<file path="src/wss_pkg.sv">
// ----------------------------------------------------------------------------
// wss_pkg
// Shared types and opcodes of the weighted sample selector.
// ----------------------------------------------------------------------------
package wss_pkg;
    localparam int SUM_W = 24;
    localparam int OP_W  = 2;
    localparam int IDX_W = 8;
    localparam int LAB_W = 4;
    localparam int IN_W  = 16;

    typedef enum logic [OP_W-1:0] {
        OP_WRITE = 2'd0,
        OP_EMPTY = 2'd1,
        OP_DRAW  = 2'd2,
        OP_NOP   = 2'd3
    } t_op;

    // Request handed from the front part to the back part.
    typedef struct packed {
        t_op              op;
        logic [IDX_W-1:0] idx;
        logic [LAB_W-1:0] lab;
        logic [IN_W-1:0]  weight;
        logic [IN_W-1:0]  frac;
    } t_req;
endpackage

</file>
<file path="src/wss_queue.sv">
// ----------------------------------------------------------------------------
// wss_queue
// Two-entry request queue between the front and back parts.
// ----------------------------------------------------------------------------
module wss_queue (
    input  logic          i_clk,
    input  logic          i_rst_n,
    input  logic          i_push,
    input  wss_pkg::t_req i_data,
    output logic          o_full,
    input  logic          i_pop,
    output logic          o_empty,
    output wss_pkg::t_req o_data
);
    import wss_pkg::*;

    t_req       r_mem [2];
    logic       r_wp, r_rp;
    logic [1:0] r_cnt;

    assign o_full  = (r_cnt == 2'd2);
    assign o_empty = (r_cnt == 2'd0);
    assign o_data  = r_mem[r_rp];

    // Store pushed requests.
    always_ff @(posedge i_clk) begin
        if (i_push) begin
            r_mem[r_wp] <= i_data;
        end
    end

    // Advance pointers and count.
    always_ff @(posedge i_clk) begin
        if (!i_rst_n) begin
            r_wp  <= 1'b0;
            r_rp  <= 1'b0;
            r_cnt <= 2'd0;
        end else begin
            if (i_push) begin
                r_wp <= ~r_wp;
            end
            if (i_pop) begin
                r_rp <= ~r_rp;
            end
            r_cnt <= r_cnt + {1'b0, i_push} - {1'b0, i_pop};
        end
    end
endmodule

</file>
<file path="config.mk">
export PLATFORM = sky130hd
export DESIGN_NAME = wss_queue
export DESIGN_NICKNAME = d
export VERILOG_FILES = /design/src/wss_pkg.sv /design/src/wss_queue.sv
export SDC_FILE = /design/constraint.sdc
export NUM_CORES = 1
export LEC_CHECK = 0
export BUFFER_PORTS_ARGS = -buffer_cell sky130_fd_sc_hd__buf_2
export CORE_UTILIZATION = 40
export CTS_CLUSTER_SIZE = 20
export DETAILED_ROUTE_END_ITERATION = 16
export MAX_ROUTING_LAYER = met4
export PLACE_DENSITY_LB_ADDON = 0.2
export SLEW_MARGIN = 20
export SYNTH_ARGS = -nofsm -noshare
export SYNTH_HDL_FRONTEND = slang
export SYNTH_SLANG_ARGS = --single-unit
</file>
<file path="constraint.sdc">
create_clock -name i_clk -period 5.8 [get_ports i_clk]
set_input_delay 0.58 -clock i_clk [delete_from_list [all_inputs] [get_ports i_clk]]
set_output_delay 0.58 -clock i_clk [all_outputs]
set_load 0.01 [all_outputs]
</file>
# [Yosys cells after proc, flatten, opt, wreduce, memory -nomap -nowiden]
# Memories as Yosys holds them, arrays and structs flattened. A register that Yosys moved wholly into a read port is not among the register bits.
# Index checks and enable logic that the tools add are counted.
[classes] magnitude_cmp=0 reduce_logical=1 n_addsub=2 n_eq_ne=1 n_shift=0 n_mux=4 mul=0 bitwise_logic=2 n_div=0
[ops] op="1-bit 2-to-1 mux" n=4
[ops] op="2-bit by 1-bit adder with 2-bit output" n=1
[ops] op="2-bit equality test, second input constant" n=1
[ops] op="2-bit zero test" n=1
[ops] op="1-bit NOT" n=2
[ops] op="2-bit by 1-bit subtractor with 2-bit output" n=1
[totals] latchBits=0 ramBits=92 regBits=4 in_bits=50 n_memories=1 romBits=0 output_inout_bits=48
[memory_table] memory="r_mem" depth=2 width=46 rd=1 rd_clocked_by_memory_dff=1 wr=1 line_no="wss_queue.sv:17" source="t_req r_mem [2];"

# [Longest topological paths before layout]
# Gate-level depths: netlist (run 1).
[depth] word_depth=3 mapped_depth=6

# [Least setup slack after synthesis (run 1)]
# OpenSTA, ideal clock, no wires.
[synth_path] path_type="input to register" startpoint="input port i_push" endpoint="memory r_mem[0][0] (netlist name) (enable)" setup_time_ns=0.456 cell_stages=1 path_buffers=0 t_required_ns=5.344 t_arrival_ns=2.657 setup_slack_ns=2.687 path_cell_list="nor2b_1"
[synth_via] elab_chain_cells=2
[synth_lines] item="start, declared" line_no="wss_queue.sv:8" source="input logic i_push,"
[synth_lines] item="1-bit 2-to-1 mux" line_no="wss_queue.sv:27" source="if (i_push) begin"
[synth_lines] item="1-bit 2-to-1 mux (not written as such)" line_no="wss_queue.sv:28" source="r_mem[r_wp] <= i_data;"
[synth_lines] item="end, declared" line_no="wss_queue.sv:17"
# No other way between the ends.

==> results of run 1 <==
kinds of logic after synthesis:
group           Yosys count  synth area share (%)
flops                    97                  76.4
mux                      46                  17.8
simple gates              9                  1.44
buf+inv                   7                  2.64
xor+xnor                  2                 0.835
fa+ha+maj                 2                 0.668
compound gates            1                 0.200
metal layers:
layer / vias to the layer above / part of all wire [%] / wire [um] / GRT usage [%]
met5: - / 0 / 0 / -
met4: 0 / 1.4 / 82 / 6.54
met3: 7 / 5.8 / 349 / 3.40
met2: 62 / 51 / 3040 / 21.9
met1: 869 / 42 / 2550 / 15.2
li1: 845 / - / - / -
layout by cell type (no fill, tap or decap):
cell type	synthesis	routed
dfxtp_1	5	4
clkbuf_8	0	9
mux2_4	40	40
nor2b_4	0	1
xor2_1	1	1
nor2b_1	4	3
edfxtp_1	92	92
o21a_1	1	1
nor2_1	1	1
xnor3_1	1	1
clkinv_2	0	1
bufinv_16	0	2
clkbuf_1	0	2
ha_1	2	2
inv_1	2	2
clkinv_1	0	1
buf_2	0	97
dfxtp_2	0	1
buf_4	0	3
mux2_2	6	6
and2_1	4	3
and2_2	0	1
cell usage after synthesis:
| master | count |
|---|---|
| nor2b_1 | 4 |
| mux2_2 | 6 |
| nor2_1 | 1 |
| edfxtp_1 | 92 |
| and2_1 | 4 |
| mux2_4 | 40 |
| ha_1 | 2 |
| inv_1 | 2 |
| xor2_1 | 1 |
| buf_12 | 4 |
| xnor3_1 | 1 |
| o21a_1 | 1 |
| dfxtp_1 | 5 |
| buf_6 | 1 |
sequential cells by signal, indices dropped and copies added, names as in the netlist, named ones only:
signal	cells
r_mem	92
r_rp	1
r_wp	1
r_cnt	2
worst paths after layout:
kind | slack (ns) | from | endpoint | cells after the start
max | 3.18 | register | o_data[0] | 3
min | 0.42 | i_data[23] | r_mem[1][23] | 1
max reg2reg | 4.34 | r_wp | r_mem[1][13] | 2
min reg2reg | 0.59 | r_rp | r_rp | 2
critical path, stage by stage, from the launching register on:
cell and delay (ns):
dfxtp_2 0.52, buf_4 0.62, mux2_2 0.40, buf_2 0.14
power groups by stage:
| stage | sequential (uW) | clock, uW | combinational [uW] |
|---|---|---|---|
| 6_report | 822 | 448 | 184 |
| 2_1_floorplan | 834 | 0 | 131 |
| 4_1_cts | 823 | 466 | 188 |
| 3_3_place_gp | 837 | 0 | 186 |
| 3_5_place_dp | 839 | 0 | 187 |
| 5_1_grt | 827 | 486 | 199 |
area by class of cell:
type / count / area [um^2] / area share [%]
Sequential cell: 97 / 2860 / 63.5
Multi-Input combinational cell: 60 / 795 / 17.6
Timing Repair Buffer: 100 / 508 / 11.3
Tap cell: 108 / 135 / 3.00
Clock buffer: 11 / 131 / 2.91
Clock inverter: 4 / 68.8 / 1.53
Inverter: 2 / 7.51 / 0.166
stage by stage:
stage | util (%) | power (uW) | std cells | setup slack [ns]
floorplan | - | 965 | 164 | 2.69
global placement | 48.5 | 1020 | 367 | 3.50
detailed placement | 48.5 | 1030 | 367 | 3.50
CTS | 50.7 | 1480 | 382 | 3.11
global route | 50.7 | 1510 | 382 | 3.05
finish | 50.7 | 1450 | 382 | 3.18
==> run metrics, run 1 <==
Synth top area share 73.7%; CTS root buffer clkbuf_8; Sw Share 21.2%; CTS tree yes; Post-Layout Inst Area 4510 um^2; largest net degree at the start of global routing 47; routed len/inst 15.8 um; CTS clk-pin slew, worst paths 0.09 ns; Final period util 45.2%; chip height 98.8 um; Critical Path AT 2.04 ns; max cap viols 0; Iter 0 DRT Violations 45; Core ar. 8890 um^2; first-pass GRT wire length 9120 um; Cell Pwr Density 323 nW/um^2; Max FO, Critical Path 37; fin nets 322; final HPWL from detailed placement 3750 um; GRT overflow 0; RSZ-0062 raised after global routing false; Syn Nets 216; Tmin final 2.62 ns; count of cell types in the netlist 14; fmax 381 MHz; final setup violation count 0; Post-Syn Instances 164; Starting Density 42.1%; fillers 758; hold buffers post-CTS 0; CTS Buf Count 9; initial antenna violation count 0; syn avg cell area 22.8 um^2; clk_skew 0.00546 ns; sequential-to-total area share from yosys stat 76.4%; full die area 9760 um^2; area leader, netlist edfxtp_1; Synth warnings 0; Hold Slack 0.419 ns; diode count 0; total number of vias 1783; P_int 1150 uW; Area contributors post-synth edfxtp_1, mux2_4, dfxtp_1, buf_12, mux2_2; fin. max-slew vios 0; Worst EP required 5.22 ns; max_slew headroom 54.4%; CTS resizes 0; Pleak 0.00180 uW; I/O Buffers 97; status finished, final reports clean; io pins 98; clock power share 30.8%; placed inst area 4310 um^2; Clock Sinks 97; clock tree buffer depth 2; H-tree depth 3; die width 98.8 um; NetSw 308 uW; Sum Neg Setup Slack 0 ns; global-route usage over all layers 13.3%; gpl congestion 0.670; Skew-Pair Late Insertion Delay 0.35 ns; synthesized flop and latch total 97; Area Overhead vs Synth 20.3%; total routed wirelength 6020 um; Hold Path Class in2reg; WS Path Type reg2out; Antenna Violating Nets Remaining 0; # rows 34; number of vias per cell 4.67; vias in the first global route 1847; sequential power share 56.5%; Worst Tran Pin Value 0.685 ns; layout cell share with drive strength beyond 1 58.8%; startpoint types register; endpoints failing hold 0; drc violations 0; CP Capture Type primary output; # Post-CTS Setup Buffers 0; Initial DRT Pass Iterations 4; Peak VDD IR 0.128 mV; synthesized cell area 3750 um^2; Comb pwr share 12.7%
Power figures use the tool's default switching activity.
==> inputs of run 2 (changes only) <==
--- a/config.mk
+++ b/config.mk
@@ -5,6 +5,7 @@
 export SDC_FILE = /design/constraint.sdc
 export NUM_CORES = 1
 export LEC_CHECK = 0
+export ABC_AREA = 1
 export BUFFER_PORTS_ARGS = -buffer_cell sky130_fd_sc_hd__buf_2
 export CORE_UTILIZATION = 40
 export CTS_CLUSTER_SIZE = 20
==> constraint.sdc (replaced) <==
create_clock -name i_clk -period 2.6 [get_ports i_clk]
set_input_delay 0.26 -clock i_clk [delete_from_list [all_inputs] [get_ports i_clk]]
set_output_delay 0.26 -clock i_clk [all_outputs]
set_load 0.01 [all_outputs]
==> run metrics, run 2 <==
Synth warnings 0; final setup violation count 0; final cell count without fillers 396; Peak VDD IR 0.294 mV; Area contributors post-synth edfxtp_1, mux2_4, dfxtp_1, buf_12, mux2_2; CTS tree yes; # rows 34; clk_skew 0.00386 ns; endpoints failing hold 0; placed inst area 4340 um^2; largest family of logic cells by synthesized area multiplexers; count of cell types in the netlist 12; Compound-Gate Fraction of Synth Area 0.134%; fillers 739; status finished, final reports clean; total number of vias 1836; GRT overflow 0; Core ar. 8890 um^2; Cell Pwr Density 716 nW/um^2; Final Power 3270 uW; Synth Area in Simple Gates 1.84%; EDFF count, synth 92; routed len/inst 15.2 um; syn avg cell area 21.3 um^2; Slowest cell on crit path dfxtp_2; Sum Neg Setup Slack 0 ns; Adder-Cell Fraction of Synth Area 0.668%; commonest non-fill, non-tap cells in the layout buf_2, edfxtp_1, mux2_4; initial antenna violation count 0; synthesized cell area 3750 um^2; number of vias per cell 4.64; CTS resizes 0; first-pass GRT wire length 9270 um; CTS clk-pin slew, worst paths 0.09 ns; Clock Sinks 97; Skew-Pair Late Insertion Delay 0.35 ns; global-route usage over all layers 13.4%; # Post-CTS Setup Buffers 0; die width 98.8 um; max reg flops 92; max incr delay on CP 0.67 ns; multi-input combinational cell area 774 um^2; Hold Path Class in2reg; diode count 0; most frequent cell after synthesis edfxtp_1; Reg area 2860 um^2; Max FO, Critical Path 24; cell count after placement 380; Post-synth top cells edfxtp_1, mux2_4, nor2_1; DP Worst Slack 0.895 ns; Final period util 79.0%; fmax 487 MHz; I/O Buffers 97; drc violations 0; Largest regs r_mem: 92 flops, r_cnt: 2 flops; CTS Buf Count 9; Post-Syn Instances 176; chip height 98.8 um; Final WS setup 0.546 ns; most common cell after layout, fill and taps aside buf_2; asr flop ratio synth 0%; Worst EP required 2.34 ns; max_slew headroom 58.2%; max cap viols 0; area leader, netlist edfxtp_1; crit-path cells buf_12 -> mux2_4 -> buf_2; largest net degree at the start of global routing 47; RSZ-0062 raised after global routing false; Post-Layout Inst Area 4570 um^2; io pins 98; vias in the first global route 1837; Synth Area in XOR/XNOR 0%; Antenna Violating Nets Remaining 0; Synth top area share 73.7%; fin nets 335; full die area 9760 um^2; Critical Path AT 1.79 ns; Syn Nets 228; clock tree buffer depth 2; Area Overhead vs Synth 21.9%; sequential-to-total area share from yosys stat 76.4%; hold buffers post-CTS 0; CTS root buffer clkbuf_8; top_reg_cell synth edfxtp_1; CP Capture Type primary output; Initial DRT Pass Iterations 6; Starting Density 42.1%; layout cell share with drive strength beyond 1 57.3%; synthesized flop and latch total 97; multiplexer share of the synthesized area 17.8%; final HPWL from detailed placement 3980 um; Biggest register r_mem; total routed wirelength 6010 um; H-tree depth 3; Iter 0 DRT Violations 59; Tmin final 2.05 ns; fin. max-slew vios 0; WS Path Type reg2out; Pleak 0.00185 uW; startpoint types register; gpl congestion 0.740; Worst Tran Pin Value 0.627 ns
==> run 2: changes by cell type after synthesis, sizes merged <==
cell,before,now
nand2,0,8
nor2,1,9
inv,2,7
and2,4,0
nor2b,4,0
a21oi,0,1
nand3,0,1
o21a,1,0
xnor3,1,0
xor2,1,0
==> run 2: stage by stage <==
step / hold slack, ns / utilization [%]
finish: 0.0950 / 51.4
detailed placement: 0.451 / 48.8
global placement: 0.448 / 48.8
floorplan: 0.353 / -
CTS: 0.0739 / 51.4
global route: 0.0617 / 51.4
==> run 2: layer usage <==
layer,global-route usage (%),vias up,wire length [um]
li1,-,883,-
met1,15.9,889,2620
met2,21.1,55,3010
met3,3.97,9,297
met4,6.20,0,91
met5,-,-,0
==> run 2: where the power goes <==
part / total (uW) / internal, uW / leakage [uW] / switching (uW)
combinational: 366 / 191 / 0.000828 / 175
clock: 1070 / 591 / 0.000117 / 479
sequential: 1830 / 1800 / 0.000905 / 31.5
total: 3270 / 2590 / 0.00185 / 685
==> run 2: worst paths after layout <==
path / from / end / slack, ns / cells after the start
setup / recovery: register / o_data[24] / 0.55 / 3
hold / removal: i_data[27] / r_mem[1][27] / 0.1 / 1
setup reg to reg: r_wp / r_mem[0][18] / 1.13 / 2
hold reg to reg: r_rp / r_rp / 0.50 / 2
==> run 2: final cells by class <==
type                            count  share of cell area (%)
Clock buffer                       11                    3.31
Multi-Input combinational cell     67                    16.9
Sequential cell                    97                    62.7
Tap cell                          108                    2.96
Inverter                            7                   0.575
Timing Repair Buffer              101                    11.8
Clock inverter                      5                    1.70
==> run 2: logic make-up after synthesis <==
family	Yosys count
buffers and inverters	12
multiplexers	46
AO/OA/AOI/OAI	1
AND/OR/NAND/NOR	18
flip-flops	97
adder cells (fa/ha/maj)	2
==> run 2: critical path: cells and delay by family (launching register included) <==
| family | cells | cell delay (ns) |
|---|---|---|
| buffers and inverters | 2 | 0.43 |
| DFF | 1 | 0.67 |
| muxes | 1 | 0.33 |
